[config.mk]
export PLATFORM = sky130hd
export DESIGN_NAME = bios_keyboard_buffer_service_unit
export DESIGN_NICKNAME = d
export VERILOG_FILES = /design/src/bkb_pkg.sv /design/src/bios_keyboard_buffer_service_unit.sv /design/src/bkb_ram.sv /design/src/bkb_ctrl.sv /design/src/bkb_dp.sv
export SDC_FILE = /design/constraint.sdc
export NUM_CORES = 1
export LEC_CHECK = 0
export ABC_AREA = 1
export BUFFER_PORTS_ARGS = -buffer_cell sky130_fd_sc_hd__buf_2
export CAP_MARGIN = 5
export CORE_MARGIN = 4
export CORE_UTILIZATION = 25
export CTS_CLUSTER_SIZE = 28
export DETAILED_ROUTE_END_ITERATION = 16
export PLACE_DENSITY = 0.4
export SYNTH_ARGS = -nofsm -noshare
export SYNTH_HDL_FRONTEND = slang
export SYNTH_HIERARCHICAL = 1
export SYNTH_SLANG_ARGS = --single-unit
[constraint.sdc]
create_clock -name clk -period 4.8 [get_ports clk]
set_input_delay 0.48 -clock clk [delete_from_list [all_inputs] [get_ports clk]]
set_output_delay 0.48 -clock clk [all_outputs]
set_load 0.01 [all_outputs]
[src/bkb_pkg.sv]
// ----------------------------------------------------------------------------
// Keyboard buffer service package
// Shared operation codes, field widths, modifier key codes and the command and
// status bundles that pass between the controller and the datapath.
// ----------------------------------------------------------------------------
package bkb_pkg;

	// Operation codes carried in the input tuser.
	localparam logic [2:0] OP_PRESS      = 3'd0;
	localparam logic [2:0] OP_READ       = 3'd1;
	localparam logic [2:0] OP_STATUS     = 3'd2;
	localparam logic [2:0] OP_SHIFT      = 3'd3;
	localparam logic [2:0] OP_STORE      = 3'd4;
	localparam logic [2:0] OP_SET_BIT    = 3'd5;
	localparam logic [2:0] OP_CLEAR_BIT  = 3'd6;
	localparam logic [2:0] OP_CLEAR_BYTE = 3'd7;

	// Field widths.
	localparam int OP_W    = 3;
	localparam int KEY_W   = 16;
	localparam int FLAG_W  = 8;
	localparam int FBIT_W  = 3;
	localparam int IN_W    = 24;
	localparam int OUT_W   = 40;

	// Modifier keys that a status peek reports as zero.
	localparam logic [KEY_W-1:0] KEY_CTRL  = 16'h1d00;
	localparam logic [KEY_W-1:0] KEY_SHIFT = 16'h2a00;
	localparam logic [KEY_W-1:0] KEY_ALT   = 16'h3800;

	// Commands from the controller to the datapath.
	typedef struct packed {
		logic load;  // capture the accepted input word
		logic exec;  // perform the operation and load the result register
	} bkb_cmd_t;

	// Status from the datapath to the controller.
	typedef struct packed {
		logic out_free;  // result register empty or being taken this cycle
	} bkb_stat_t;

endpackage

[src/bios_keyboard_buffer_service_unit.sv]
// ----------------------------------------------------------------------------
// BIOS keyboard buffer service unit
// Ring buffer of key codes with two flag bytes, one operation per word.
// ----------------------------------------------------------------------------
// Usage:
//   The slave stream carries one operation per word: tuser holds the
//   operation code, tdata the key code, flag byte select and flag bit.
//   Every accepted word yields exactly one result word on the master
//   stream, in order.
//   A word is accepted in the idle state and executed in the execute
//   state once the output register is free, which loads the result
//   register; no new word is taken until it has executed. The ring lives in a
//   RAM with registered read, which the execute cycle consumes.
//   When the receiver stalls, the pending result stays in the output
//   register and one further word is still accepted; it waits in the
//   execute state until the output register frees up.
//   Reset clears the indexes, both flag bytes and the result valid flag; ring
//   contents are not cleared since only entries between head and tail
//   are ever read.
// ----------------------------------------------------------------------------
module bios_keyboard_buffer_service_unit #(
	parameter int RING_DEPTH = 16
) (
	input  logic        clk,
	input  logic        arst_n,
	input  logic        s_tvalid,
	output logic        s_tready,
	// [15:0] key_code, [16] flag_byte, [19:17] flag_bit, [23:20] zero
	input  logic [23:0] s_tdata,
	// [2:0] op
	input  logic [2:0]  s_tuser,
	output logic        m_tvalid,
	input  logic        m_tready,
	// [15:0] key_value, [16] buffer_empty, [17] push_failed,
	// [25:18] shift_flags, [33:26] extra_flags, [34] raise_irq, [39:35] zero
	output logic [39:0] m_tdata
);
	import bkb_pkg::*;

	bkb_cmd_t  cmd;
	bkb_stat_t stat;

	logic [KEY_W-1:0]  key_value;
	logic              buffer_empty;
	logic              push_failed;
	logic [FLAG_W-1:0] shift_flags;
	logic [FLAG_W-1:0] extra_flags;
	logic              raise_irq;

	// Controller.
	bkb_ctrl u_ctrl (
		.clk      (clk),
		.arst_n   (arst_n),
		.s_tvalid (s_tvalid),
		.s_tready (s_tready),
		.stat     (stat),
		.cmd      (cmd)
	);

	// Datapath.
	bkb_dp #(
		.RING_DEPTH (RING_DEPTH)
	) u_dp (
		.clk          (clk),
		.arst_n       (arst_n),
		.cmd          (cmd),
		.stat         (stat),
		.op           (s_tuser),
		.key_code     (s_tdata[15:0]),
		.flag_byte    (s_tdata[16]),
		.flag_bit     (s_tdata[19:17]),
		.res_valid    (m_tvalid),
		.res_ready    (m_tready),
		.key_value    (key_value),
		.buffer_empty (buffer_empty),
		.push_failed  (push_failed),
		.shift_flags  (shift_flags),
		.extra_flags  (extra_flags),
		.raise_irq    (raise_irq)
	);

	// Pack the result word.
	assign m_tdata = {5'b0, raise_irq, extra_flags, shift_flags,
	                  push_failed, buffer_empty, key_value};

endmodule

[src/bkb_ram.sv]
// ----------------------------------------------------------------------------
// Generic single-write, single-read RAM
// One write port and one read port with registered read data.
// ----------------------------------------------------------------------------
module bkb_ram #(
	parameter int WIDTH = 16,
	parameter int DEPTH = 16
) (
	input  logic                     clk,
	input  logic                     we,
	input  logic [$clog2(DEPTH)-1:0] waddr,
	input  logic [WIDTH-1:0]         wdata,
	input  logic [$clog2(DEPTH)-1:0] raddr,
	output logic [WIDTH-1:0]         rdata
);

	logic [WIDTH-1:0] mem_q [DEPTH];
	logic [WIDTH-1:0] rdata_q;

	assign rdata = rdata_q;

	// Write port and registered read port.
	always_ff @(posedge clk) begin
		if (we) begin
			mem_q[waddr] <= wdata;
		end
		rdata_q <= mem_q[raddr];
	end

endmodule

[src/bkb_ctrl.sv]
// ----------------------------------------------------------------------------
// Keyboard buffer controller
// Two-state sequencer: accept one word, then execute it once the result
// register can take the outcome.
// ----------------------------------------------------------------------------
module bkb_ctrl (
	input  logic               clk,
	input  logic               arst_n,
	input  logic               s_tvalid,
	output logic               s_tready,
	input  bkb_pkg::bkb_stat_t stat,
	output bkb_pkg::bkb_cmd_t  cmd
);
	import bkb_pkg::*;

	localparam logic ST_IDLE = 1'b0;
	localparam logic ST_EXEC = 1'b1;

	logic state_q;
	logic state_d;

	// Next state and command decode.
	always_comb begin
		state_d  = state_q;
		s_tready = 1'b0;
		cmd      = '0;
		case (state_q)
			ST_IDLE: begin
				s_tready = 1'b1;
				if (s_tvalid) begin
					cmd.load = 1'b1;
					state_d  = ST_EXEC;
				end
			end
			ST_EXEC: begin
				if (stat.out_free) begin
					cmd.exec = 1'b1;
					state_d  = ST_IDLE;
				end
			end
			default: begin
				state_d = ST_IDLE;
			end
		endcase
	end

	// State register.
	always_ff @(posedge clk or negedge arst_n) begin
		if (!arst_n) begin
			state_q <= ST_IDLE;
		end else begin
			state_q <= state_d;
		end
	end

endmodule

[src/bkb_dp.sv]
// ----------------------------------------------------------------------------
// Keyboard buffer datapath
// Holds the key ring, head and tail indexes, both flag bytes, the captured
// input word and the result register.
// ----------------------------------------------------------------------------
module bkb_dp #(
	parameter int RING_DEPTH = 16
) (
	input  logic                         clk,
	input  logic                         arst_n,
	input  bkb_pkg::bkb_cmd_t            cmd,
	output bkb_pkg::bkb_stat_t           stat,
	input  logic [bkb_pkg::OP_W-1:0]     op,
	input  logic [bkb_pkg::KEY_W-1:0]    key_code,
	input  logic                         flag_byte,
	input  logic [bkb_pkg::FBIT_W-1:0]   flag_bit,
	output logic                         res_valid,
	input  logic                         res_ready,
	output logic [bkb_pkg::KEY_W-1:0]    key_value,
	output logic                         buffer_empty,
	output logic                         push_failed,
	output logic [bkb_pkg::FLAG_W-1:0]   shift_flags,
	output logic [bkb_pkg::FLAG_W-1:0]   extra_flags,
	output logic                         raise_irq
);
	import bkb_pkg::*;

	localparam int IDX_W = $clog2(RING_DEPTH);
	localparam logic [IDX_W-1:0] IDX_LAST = IDX_W'(RING_DEPTH - 1);

	// Captured input word.
	logic [OP_W-1:0]   op_q;
	logic [KEY_W-1:0]  code_q;
	logic              fsel_q;
	logic [FBIT_W-1:0] fbit_q;

	// Ring state.
	logic [IDX_W-1:0]  head_q;
	logic [IDX_W-1:0]  tail_q;
	logic [FLAG_W-1:0] flag1_q;
	logic [FLAG_W-1:0] flag2_q;
	logic [KEY_W-1:0]  head_key;

	// Result register.
	logic              ovalid_q;
	logic [KEY_W-1:0]  kv_q;
	logic              empty_q;
	logic              failed_q;
	logic [FLAG_W-1:0] shift_q;
	logic [FLAG_W-1:0] extra_q;
	logic              irq_q;

	// Combinational results.
	logic [IDX_W-1:0]  head_nx;
	logic [IDX_W-1:0]  tail_nx;
	logic              ring_empty;
	logic              ring_full;
	logic              is_push;
	logic              is_peek;
	logic              do_write;
	logic [FLAG_W-1:0] bit_mask;
	logic [FLAG_W-1:0] sel_flag;
	logic [FLAG_W-1:0] new_flag;
	logic [FLAG_W-1:0] flag1_d;
	logic [FLAG_W-1:0] flag2_d;
	logic [KEY_W-1:0]  kv_d;
	logic              empty_d;

	assign stat.out_free = !ovalid_q || res_ready;
	assign res_valid     = ovalid_q;
	assign key_value     = kv_q;
	assign buffer_empty  = empty_q;
	assign push_failed   = failed_q;
	assign shift_flags   = shift_q;
	assign extra_flags   = extra_q;
	assign raise_irq     = irq_q;

	// The head entry is read every cycle, so its data is current by the
	// execute cycle: the head moves only while executing.
	bkb_ram #(
		.WIDTH (KEY_W),
		.DEPTH (RING_DEPTH)
	) u_ring (
		.clk   (clk),
		.we    (do_write),
		.waddr (tail_q),
		.wdata (code_q),
		.raddr (head_q),
		.rdata (head_key)
	);

	// Index arithmetic and operation decode.
	always_comb begin
		head_nx    = (head_q == IDX_LAST) ? '0 : head_q + 1'b1;
		tail_nx    = (tail_q == IDX_LAST) ? '0 : tail_q + 1'b1;
		ring_empty = (head_q == tail_q);
		ring_full  = (tail_nx == head_q);
		is_push    = (op_q == OP_PRESS) || (op_q == OP_STORE);
		is_peek    = (op_q == OP_READ) || (op_q == OP_STATUS);
		do_write   = cmd.exec && is_push && !ring_full;
	end

	// Flag byte update.
	always_comb begin
		bit_mask = FLAG_W'(1) << fbit_q;
		sel_flag = fsel_q ? flag2_q : flag1_q;
		case (op_q)
			OP_SET_BIT:    new_flag = sel_flag | bit_mask;
			OP_CLEAR_BIT:  new_flag = sel_flag & ~bit_mask;
			OP_CLEAR_BYTE: new_flag = '0;
			default:       new_flag = sel_flag;
		endcase
		flag1_d = fsel_q ? flag1_q : new_flag;
		flag2_d = fsel_q ? new_flag : flag2_q;
	end

	// Key value for read and status.
	always_comb begin
		empty_d = is_peek && ring_empty;
		kv_d    = '0;
		if (is_peek && !ring_empty) begin
			if (op_q == OP_STATUS &&
			    (head_key == KEY_CTRL || head_key == KEY_SHIFT || head_key == KEY_ALT)) begin
				kv_d = '0;
			end else begin
				kv_d = head_key;
			end
		end
	end

	// Input capture.
	always_ff @(posedge clk) begin
		if (cmd.load) begin
			op_q   <= op;
			code_q <= key_code;
			fsel_q <= flag_byte;
			fbit_q <= flag_bit;
		end
	end

	// Ring indexes and flag bytes.
	always_ff @(posedge clk or negedge arst_n) begin
		if (!arst_n) begin
			head_q  <= '0;
			tail_q  <= '0;
			flag1_q <= '0;
			flag2_q <= '0;
		end else if (cmd.exec) begin
			if (do_write) begin
				tail_q <= tail_nx;
			end
			if (op_q == OP_READ && !ring_empty) begin
				head_q <= head_nx;
			end
			flag1_q <= flag1_d;
			flag2_q <= flag2_d;
		end
	end

	// Result valid flag.
	always_ff @(posedge clk or negedge arst_n) begin
		if (!arst_n) begin
			ovalid_q <= 1'b0;
		end else if (cmd.exec) begin
			ovalid_q <= 1'b1;
		end else if (res_ready) begin
			ovalid_q <= 1'b0;
		end
	end

	// Result payload.
	always_ff @(posedge clk) begin
		if (cmd.exec) begin
			kv_q     <= kv_d;
			empty_q  <= empty_d;
			failed_q <= is_push && ring_full;
			shift_q  <= flag1_d;
			extra_q  <= flag2_d;
			irq_q    <= (op_q == OP_PRESS) || (op_q == OP_READ);
		end
	end

endmodule
==> flow_summary.yaml, run 1 <==
status:
  status: "completed"
worst_setup_path:
  critPathArrivalTime_ns: 3.33
  worstSetupEndpointType: "register"
  r2r-start: "u_dp/tail_q[1]$_DFFE_PN0P_"
  crit_start: "u_dp/tail_q[1]$_DFFE_PN0P_"
  required_ns: 4.98
  path_class: "reg2reg"
  cp_max_fo: 16
  start_kind: "register"
sta:
  setup_viol: 0
  worst_pin_slew_ns: 1.12
  drv_slew: 0
  slew_headroom: 0.254
  fin_hold_ws_ns: 0.0918
  fmax_mhz: 317
  finalClockSkew_ns: 0.0158
  fin_crit_sh: 0.657
  tns_ns: 0
  hold_viol: 0
  grt_setup_unrepaired: "false"
  layout_min_cycle_time_ns: 3.15
routing:
  highest_layer: "met4"
  wire_per_inst_um: 16.4
  wl_met1_um: 17900
  drt_iter0_markers: 528
  via_per_inst: 4.16
  vias: 9866
  routed_wl_um: 38900
  dr_wl_met2_um: 18800
  dr.pass1.iters: 5
  route.detailed.drc: 0
  drtAntennaViolNets: 0
  wl_met3_um: 1340
global_route:
  grt_pass1_wl_um: 59500
  first_global_vias: 9631
  antenna_found_initial: 3
  grt_usage: 0.118
  overflow: 0
  grt_max_degree: 70
clock_tree:
  postCtsResizedCells: 0
  cts_root_buf: "clkbuf_16"
  cts_tree: "built"
  htreeDepth: 2
  clkSinkCount: 356
  clkTransAtPathRegs_ns: 0.06
  clk_latency_ns: 0.56
  numCtsBuffers: 42
  cts_buffer_depth: 3
layout:
  fin_util: 0.294
  final_layout_size_suffix_gt1_frac: 0.119
  nNetsFinal: 1587
  synthToLayoutAreaGrowth_pct: 15.7
yosys:
  syn_inst: 1491
  synth_area_um2: 15400
  ys_ff_latch: 356
  seq_area_frac_synth: 0.677
  synth_cell_types: 32
  ys.warnings.count: 6
  syn_avg_cell_area_um2: 10.3
die:
  ios: 73
  die_area_um2: 65500
  start_util: 0.254
  core_area_um2: 60600
  placementRows: 90
  die_h_um: 256
  fp.dieW_um: 256
power_and_ir_drop:
  ir_drop_uv: 293
  p_leak_nw: 7.48
  pwr_density_cell_nw_per_um2: 509
hold_path:
  worstHoldStart: "s_tdata[7]"
  hold_path.class: "in2reg"
run:
  max_cap_violations: 0
placed_design:
  dpl.hpwl_um: 22900
  gp_congestion: 0.733
  portBuffers: 63
synth_stat cells:
| library cell | instances | area, um2 |
|---|---|---|
| inv_1 | 243 | 912 |
| nor3_4 | 1 | 16.3 |
| nor3_1 | 2 | 10.0 |
| buf_1 | 2 | 7.51 |
| a21oi_2 | 1 | 8.76 |
| dfrtp_1 | 26 | 651 |
| or2_2 | 8 | 50.1 |
| inv_2 | 4 | 15.0 |
| a21boi_1 | 16 | 120 |
| clkbuf_1 | 16 | 60.1 |
| edfxtp_1 | 314 | 9430 |
| nand3_1 | 233 | 1170 |
| conb_1 | 1 | 3.75 |
| xnor2_1 | 3 | 26.3 |
| a21oi_4 | 1 | 16.3 |
| buf_4 | 26 | 195 |
| nor3b_1 | 1 | 7.51 |
| o21ai_0 | 22 | 110 |
| clkinv_1 | 1 | 3.75 |
| nand4_1 | 3 | 18.8 |
| nor2_2 | 9 | 56.3 |
| nand2_2 | 5 | 31.3 |
| xor2_1 | 3 | 26.3 |
| buf_6 | 4 | 45.0 |
| nand2_1 | 467 | 1750 |
| dfxtp_1 | 16 | 320 |
| ha_1 | 2 | 25.0 |
| nor3_2 | 1 | 10.0 |
| nand3b_1 | 2 | 15.0 |
| nor2_1 | 32 | 120 |
| buf_2 | 24 | 120 |
| nor2_4 | 2 | 22.5 |
layout make-up:
| type | instances | area (um2) |
|---|---|---|
| clock buffer | 62 | 1190 |
| tap | 782 | 978 |
| sequential | 356 | 10400 |
| multi-input combinational | 819 | 3670 |
| fill | 6333 | 42800 |
| timing repair buffer | 87 | 510 |
| clock inverter | 14 | 103 |
| inverter | 248 | 933 |
| antenna | 2 | 5.00 |
placed cells by master, fill, tap and decap left out, types with 4 or more instances in the layout:
| cell | count |
|---|---|
| nand3_1 | 233 |
| nand2_1 | 467 |
| buf_2 | 63 |
| inv_1 | 241 |
| clkinv_1 | 11 |
| clkbuf_1 | 16 |
| inv_2 | 4 |
| edfxtp_1 | 314 |
| o21ai_0 | 22 |
| conb_1 | 5 |
| clkbuf_16 | 44 |
| nor2_2 | 25 |
| dfrtp_1 | 24 |
| buf_4 | 22 |
| nand2_2 | 5 |
| dfxtp_1 | 16 |
| or2_2 | 8 |
| nor2_1 | 16 |
| a21boi_1 | 16 |
timing repair:
action / in CTS / in global routing
hold buffers: 1 / 0
hold endpoints to repair: 26 / 0
setup buffers: 0 / 0
registers in the layout, summed over array words and instances, names as in the netlist, 8 cells and up:
name	count
u_dp/shift_flags	8
u_dp/u_ring/rdata	16
u_dp/extra_flags	8
u_dp/flag1_q	8
u_dp/u_ring/mem_q	256
u_dp/key_value	16
u_dp/code_q	16
u_dp/flag2_q	8
kinds of logic (layout without fill, tap and decap cells):
kind of cell,count (synthesis),after routing,synth area share
adder cells (fa/ha/maj),2,2,0.00163
XOR/XNOR,6,6,0.00342
other,1,7,0.000244
AND/OR/NAND/NOR,766,766,0.213
buffers and inverters,320,411,0.0884
flip-flops,356,356,0.677
AO/OA/AOI/OAI,40,40,0.0166
layer usage:
layer / GRT usage / vias up
met3: 0.0191 / 63
met5: 0 / -
li1: - / 4943
met4: 0.0361 / 0
met1: 0.157 / 4712
met2: 0.198 / 148
worst max-delay path, cell delays in order (launching register included):
cell and delay [ns]:
dfrtp_1 0.50, ha_1 0.25, nand2_1 0.10, nand3_1 0.12, nand2_1 0.08, nand2_1 0.06, nand2_1 0.05, nand2_1 0.15
nand2_1 0.18, inv_1 0.16, nand3_1 0.21, nor2_2 0.91
where the power goes:
group / switching, mW / leakage (nW) / internal (mW)
Clock: 1.24 / 0.626 / 1.77
Sequential: 0.192 / 3.32 / 3.69
Combinational: 1.51 / 3.54 / 0.642
Total: 2.95 / 7.48 / 6.11
per-stage QoR:
step | cells | instance area (um2) | power [mW] | setup slack [ns]
after floorplan | 1495 | 15400 | 5.49 | 1.19
after global placement | 2291 | 16500 | 6.16 | 1.65
after detailed placement | 2291 | 16500 | 6.17 | 1.63
after CTS | 2368 | 17800 | 9.25 | 1.62
after global routing | 2368 | 17800 | 9.66 | 1.36
final | 2370 | 17800 | 9.05 | 1.65
final timing paths:
| kind | end | slack [ns] | depth (start not counted) |
|---|---|---|---|
| max | u_dp/u_ring/mem_q[15][7]$_DFFE_PP_ | 1.65 | 11 |
| min | u_dp/code_q[7]$_DFFE_PP_ | 0.09 | 1 |
| max reg2reg | u_dp/u_ring/mem_q[15][7]$_DFFE_PP_ | 1.65 | 11 |
| min reg2reg | u_dp/flag2_q[7]$_DFFE_PN0P_ | 0.48 | 2 |
| max in group asynchronous | u_dp/head_q[0]$_DFFE_PN0P_ | 3.76 | 2 |
| min in group asynchronous | u_dp/flag2_q[7]$_DFFE_PN0P_ | 0.52 | 2 |
(Power assumes the default switching activity.)
==> run 2: changes to the inputs <==
--- a/config.mk
+++ b/config.mk
@@ -12,7 +12,7 @@
 export CORE_UTILIZATION = 25
 export CTS_CLUSTER_SIZE = 28
 export DETAILED_ROUTE_END_ITERATION = 16
-export PLACE_DENSITY = 0.4
+export PLACE_DENSITY = 0.42
 export SYNTH_ARGS = -nofsm -noshare
 export SYNTH_HDL_FRONTEND = slang
 export SYNTH_HIERARCHICAL = 1
==> constraint.sdc (replaced) <==
create_clock -name clk -period 2.6 [get_ports clk]
set_input_delay 0.26 -clock clk [delete_from_list [all_inputs] [get_ports clk]]
set_output_delay 0.26 -clock clk [all_outputs]
set_load 0.01 [all_outputs]
==> flow_summary.yaml, run 2 (synthesis gave the netlist of run 1 again) <==
placed_design:
  portBuffers: 63
  gp_congestion: 0.743
  place_inst: 2322
  dp_slack_ns: 0.237
  dpl.hpwl_um: 23500
routing:
  drtAntennaViolNets: 0
  routed_wl_um: 38500
  drt_iter0_markers: 630
  wire_per_inst_um: 15.9
  via_per_inst: 4.18
  dr.pass1.iters: 5
  route.detailed.drc: 0
  vias: 10100
layout:
  nNetsFinal: 1641
  synthToLayoutAreaGrowth_pct: 19.2
  largest_register: "u_dp/u_ring/mem_q"
  fin_cells: 2418
  final_common_cell: "nand2_1"
  largest_reg_flops: 256
  final_cell_mix: "nand2_1 (466), edfxtp_1 (314), inv_1 (241)"
  final_layout_size_suffix_gt1_frac: 0.132
sta:
  tns_ns: 0
  fmax_mhz: 419
  finalClockSkew_ns: 0.0110
  grt_setup_unrepaired: "false"
  hold_viol: 0
  worst_pin_slew_ns: 0.753
  fin_crit_sh: 0.917
  layout_min_cycle_time_ns: 2.38
  drv_slew: 0
  fin_ws_ns: 0.216
  slew_headroom: 0.498
  setup_viol: 0
die:
  die_area_um2: 65500
  fp.dieW_um: 256
  core_area_um2: 60600
  start_util: 0.254
  placementRows: 90
  die_h_um: 256
  ios: 73
run:
  max_cap_violations: 0
worst_setup_path:
  critPathMaxStageDelay_ns: 0.56
  crit_top_cell: "nand2_1"
  crit_family: "simple AND/OR/NAND/NOR gates"
  critPathArrivalTime_ns: 2.61
  cp_num_buf_inv: 2
  start_kind: "register"
  path_cells: "nand2_1 > nand3_1 > nand2_1 > nand2_1 > nand2_1 > nand2_1 > nand2_2 > inv_2 > nand3b_1 > nor2_4 > buf_4"
  critPathSlowestCell: "dfrtp_1"
  worstSetupEndpointType: "register"
  path_class: "reg2reg"
  required_ns: 2.82
  cp_max_fo: 11
clock_tree:
  postCtsResizedCells: 0
  cts_tree: "built"
  clkTransAtPathRegs_ns: 0.06
  numCtsBuffers: 40
  cts_setup_buffers: 0
  cts_root_buf: "clkbuf_16"
  cts_buffer_depth: 3
  htreeDepth: 2
  clkSinkCount: 356
  clk_latency_ns: 0.54
global_route:
  grt_max_degree: 75
  grt_pass1_wl_um: 58900
  grt_usage: 0.116
  antenna_found_initial: 3
  first_global_vias: 9739
  overflow: 0
power_and_ir_drop:
  combPwrFrac: 0.265
  switching_share: 0.333
  p_clk_frac: 0.304
  p_seq_frac: 0.431
  pwr_density_cell_nw_per_um2: 906
  power_switching_mw: 5.53
  p_int_mw: 11.1
  p_leak_nw: 7.70
  ir_drop_uv: 456
hold_path:
  hold_path.class: "in2async"
status:
  status: "completed"
==> run 2: repair_timing <==
action                     4_1_cts  5_1_grt
setup endpoints to repair        0        0
hold endpoints to repair        51        0
hold buffers                    26        0
==> run 2: metal layers <==
layer / global-route usage / share of wire / vias to the layer above
met2: 0.179 / 0.44 / 203
li1: - / - / 5044
met4: 0.0303 / 0.018 / 0
met3: 0.0208 / 0.053 / 48
met1: 0.168 / 0.49 / 4817
met5: 0 / 0 / -
==> run 2: area by class of cell <==
cell class	count	area [um2]
Tap cell	782	978
Clock inverter	13	51.3
Clock buffer	56	1080
Sequential cell	356	10400
Inverter	248	941
Antenna cell	1	2.50
Multi-Input combinational cell	819	3740
Fill cell	6278	42300
Timing Repair Buffer	143	1120
==> run 2: path summary, 6_finish.rpt <==
| check | slack (ns) | depth (start not counted) | from | to |
|---|---|---|---|---|
| hold reg to reg | 0.48 | 2 | u_dp/flag2_q[2]$_DFFE_PN0P_ | u_dp/flag2_q[2]$_DFFE_PN0P_ |
| setup / recovery | 0.22 | 11 | u_dp/tail_q[2]$_DFFE_PN0P_ | u_dp/u_ring/mem_q[8][9]$_DFFE_PP_ |
| min in group clk | 0.43 | 2 | s_tdata[13] | u_dp/code_q[13]$_DFFE_PP_ |
| hold / removal | 0.30 | 2 | arst_n | u_dp/flag1_q[3]$_DFFE_PN0P_ |
| setup reg to reg | 0.22 | 11 | u_dp/tail_q[2]$_DFFE_PN0P_ | u_dp/u_ring/mem_q[8][9]$_DFFE_PP_ |
| max in group asynchronous | 1.78 | 2 | arst_n | u_dp/head_q[0]$_DFFE_PN0P_ |
==> run 2: worst register-to-register path: cells and delay by family, from the launching register on <==
family,cells,cell delay (ns)
flip-flops,1,0.56
AND/OR/NAND/NOR,9,1.13
buffers and inverters,2,0.37
==> run 2: power groups by stage <==
stage / Combinational (mW) / Sequential, mW / Clock (mW)
2_1_floorplan: 2.99 / 7.22 / 0
3_3_place_gp: 4.40 / 7.27 / 0
3_5_place_dp: 4.41 / 7.28 / 0
4_1_cts: 4.45 / 7.17 / 5.24
5_1_grt: 4.95 / 7.23 / 5.48
6_report: 4.40 / 7.16 / 5.04
==> run 2: per-stage QoR <==
step / hold slack (ns) / cell area [um2] / power, mW / util
after floorplan: -0.0356 / 15500 / 10.2 / -
after global placement: 0.352 / 16900 / 11.7 / 0.279
after detailed placement: 0.345 / 16900 / 11.7 / 0.279
after CTS: 0.303 / 18300 / 16.9 / 0.302
after global routing: 0.352 / 18300 / 17.7 / 0.302
final: 0.303 / 18300 / 16.6 / 0.302
==> run 3: changes to the inputs <==
--- a/config.mk
+++ b/config.mk
@@ -5,7 +5,6 @@
 export SDC_FILE = /design/constraint.sdc
 export NUM_CORES = 1
 export LEC_CHECK = 0
-export ABC_AREA = 1
 export BUFFER_PORTS_ARGS = -buffer_cell sky130_fd_sc_hd__buf_2
 export CAP_MARGIN = 5
 export CORE_MARGIN = 4
==> flow_summary.yaml, run 3 <==
die:
  die_h_um: 242
  fp.dieW_um: 242
  core_area_um2: 53900
  placementRows: 85
  start_util: 0.253
  ios: 73
  die_area_um2: 58400
sta:
  grt_setup_unrepaired: "true"
  layout_min_cycle_time_ns: 2.59
  drv_slew: 0
  fin_ws_ns: 0.00886
  worst_pin_slew_ns: 1.09
  slew_headroom: 0.273
  fmax_mhz: 386
  finalClockSkew_ns: 0.0144
  setup_viol: 0
  hold_viol: 0
  fin_crit_sh: 0.997
global_route:
  first_global_vias: 7221
  grt_usage: 0.111
  grt_max_degree: 52
  grt_pass1_wl_um: 48700
  antenna_found_initial: 2
  overflow: 0
routing:
  route.detailed.drc: 0
  routed_wl_um: 32700
  dr.pass1.iters: 4
  via_per_inst: 4.33
  wire_per_inst_um: 20.7
  drtAntennaViolNets: 0
  drt_iter0_markers: 392
  vias: 6841
worst_setup_path:
  reg2reg_depth: 9
  crit_start: "u_dp/tail_q[1]$_DFFE_PN0P_"
  rrSetupSlack_ns: 0.009
  cp_num_buf_inv: 3
  crit_end: "u_dp/u_ring/mem_q[2][8]$_DFFE_PP_"
  critPathMaxStageDelay_ns: 0.42
  path_cells: "and4b_1 > a311oi_4 > xnor2_2 > o21ai_2 > inv_1 > or3b_4 > buf_12 > nor2_4 > buf_6"
  path_class: "reg2reg"
  critPathSlowestCell: "dfrtp_1"
  start_kind: "register"
  r2r-end: "u_dp/u_ring/mem_q[2][8]$_DFFE_PP_"
  required_ns: 2.85
  critPathArrivalTime_ns: 2.84
  r2r-start: "u_dp/tail_q[1]$_DFFE_PN0P_"
  path_depth: 9
  crit_family: "simple AND/OR/NAND/NOR gates"
  worstSetupEndpointType: "register"
  cp_max_fo: 7
yosys:
  yosysTopAreaCellShare: 0.691
  yosys-top-cells-count: "edfxtp_1 (314), mux4_2 (54), nor2_1 (35)"
  synthMostInstantiatedCell: "edfxtp_1"
  ys_ff_latch: 356
  yosys-top-cells-area: "edfxtp_1 (69%), mux4_2 (8.9%), dfrtp_1 (4.8%), dfxtp_1 (2.3%), mux4_1 (1.9%)"
  synth_top_area_cell: "edfxtp_1"
  seq_area_frac_synth: 0.763
  ys.warnings.count: 6
  synth_area_um2: 13600
  syn_inst: 698
  synth_enable_flop_cells: 314
  synth_cell_types: 54
  synth_ff_type: "edfxtp_1"
  async_flop_share: 0.0730
  syn_avg_cell_area_um2: 19.5
placed_design:
  dp_slack_ns: 0.00621
  dpl.hpwl_um: 20700
  gp_congestion: 0.725
  portBuffers: 63
hold_path:
  hold_path.class: "in2async"
clock_tree:
  htreeDepth: 2
  cts_buffer_depth: 3
  clkTransAtPathRegs_ns: 0.06
  cts_root_buf: "clkbuf_16"
  clk_latency_ns: 0.55
  cts_tree: "built"
  numCtsBuffers: 41
  clkSinkCount: 356
layout:
  largest_reg_flops: 256
  largest_register: "u_dp/u_ring/mem_q"
  diodes: 0
  final_layout_size_suffix_gt1_frac: 0.315
  synthToLayoutAreaGrowth_pct: 24.2
  nNetsFinal: 889
  fin_util: 0.314
  final_cell_mix: "edfxtp_1 (314), buf_2 (63), mux4_2 (54)"
  final_common_cell: "edfxtp_1"
power_and_ir_drop:
  ir_drop_uv: 446
  pwr_density_cell_nw_per_um2: 1030
  p_leak_nw: 5.71
status:
  status: "completed"
run:
  max_cap_violations: 0
-- run 3: changes by cell type after synthesis, moves of 15 or more --
| cell | before | now |
|---|---|---|
| a21boi_1 | 16 | 0 |
| a22oi_1 | 0 | 32 |
| and2_1 | 0 | 18 |
| buf_2 | 24 | 5 |
| buf_4 | 26 | 11 |
| inv_1 | 243 | 7 |
| mux2_2 | 0 | 16 |
| mux4_2 | 0 | 54 |
| nand2_1 | 467 | 23 |
| nand3_1 | 233 | 3 |
| o21ai_0 | 22 | 3 |
-- run 3: cells by family (layout without fill, tap and decap cells) --
| family | Yosys count | after routing | share of synthesized area |
|---|---|---|---|
| and+or+nand+nor | 120 | 120 | 0.0446 |
| muxes | 83 | 83 | 0.124 |
| DFF | 356 | 356 | 0.763 |
| other | 1 | 5 | 0.000275 |
| xor gates and xnor gates | 12 | 12 | 0.00771 |
| buffers and inverters | 47 | 230 | 0.0186 |
| adders and majority gates | 2 | 2 | 0.00183 |
| AOI/OAI and AO/OA | 77 | 77 | 0.0403 |
-- run 3: through the flow --
stage / power, mW / setup TNS [ns] / hold slack [ns] / instance area [um2] / cells
floorplan: 10.6 / -22.66 / -0.0356 / 13800 / 702
global placement: 12.4 / 0 / 0.342 / 15400 / 1480
detailed placement: 12.4 / 0 / 0.342 / 15400 / 1480
CTS: 17.7 / 0 / 0.292 / 16800 / 1579
global route: 18.4 / -2.59 / 0.358 / 16900 / 1581
finish: 17.4 / 0 / 0.293 / 16900 / 1581
-- run 3: how the worst min path moves through the flow --
stage / end / start / cells after the start
after floorplan: u_ctrl/state_q$_DFF_PN0_ / arst_n / 0
after global placement: u_dp/flag2_q[7]$_DFFE_PN0P_ / arst_n / 1
after detailed placement: u_dp/flag2_q[7]$_DFFE_PN0P_ / arst_n / 1
after CTS: u_dp/flag1_q[7]$_DFFE_PN0P_ / arst_n / 2
after global routing: u_dp/flag2_q[3]$_DFFE_PN0P_ / arst_n / 2
final: u_dp/flag2_q[3]$_DFFE_PN0P_ / arst_n / 2
-- run 3: layer usage --
metal,part of all wire,vias to the layer above,wire (um),global-route usage
li1,-,3133,-,-
met1,0.46,3509,15100,0.159
met2,0.46,154,15000,0.170
met3,0.058,45,1900,0.0241
met4,0.020,0,661,0.0341
met5,0,-,0,0
-- run 3: repair_timing --
action                                  in CTS  in global routing
hold endpoints to repair                    51                  0
gates cloned                                 0                  1
hold buffers                                26                  0
endpoints found under the setup margin      25                168
pin swaps                                    0                  6
gates resized for setup                      1                 11
setup buffers                                1                  1
-- run 3: report_power, final --
part	leakage, nW	switching (mW)	internal [mW]
combinational	1.81	2.53	2.02
sequential	3.33	0.515	7.23
clock	0.566	2.20	2.90
-- run 3: final cells by class --
class / instances / area [um2]
clock buffers: 54 / 1070
clock inverters: 18 / 96.3
fillers: 5194 / 37000
inverters: 7 / 26.3
multi-input cells: 299 / 3160
flip-flops and latches: 356 / 10400
well taps: 696 / 871
repair buffers: 151 / 1300
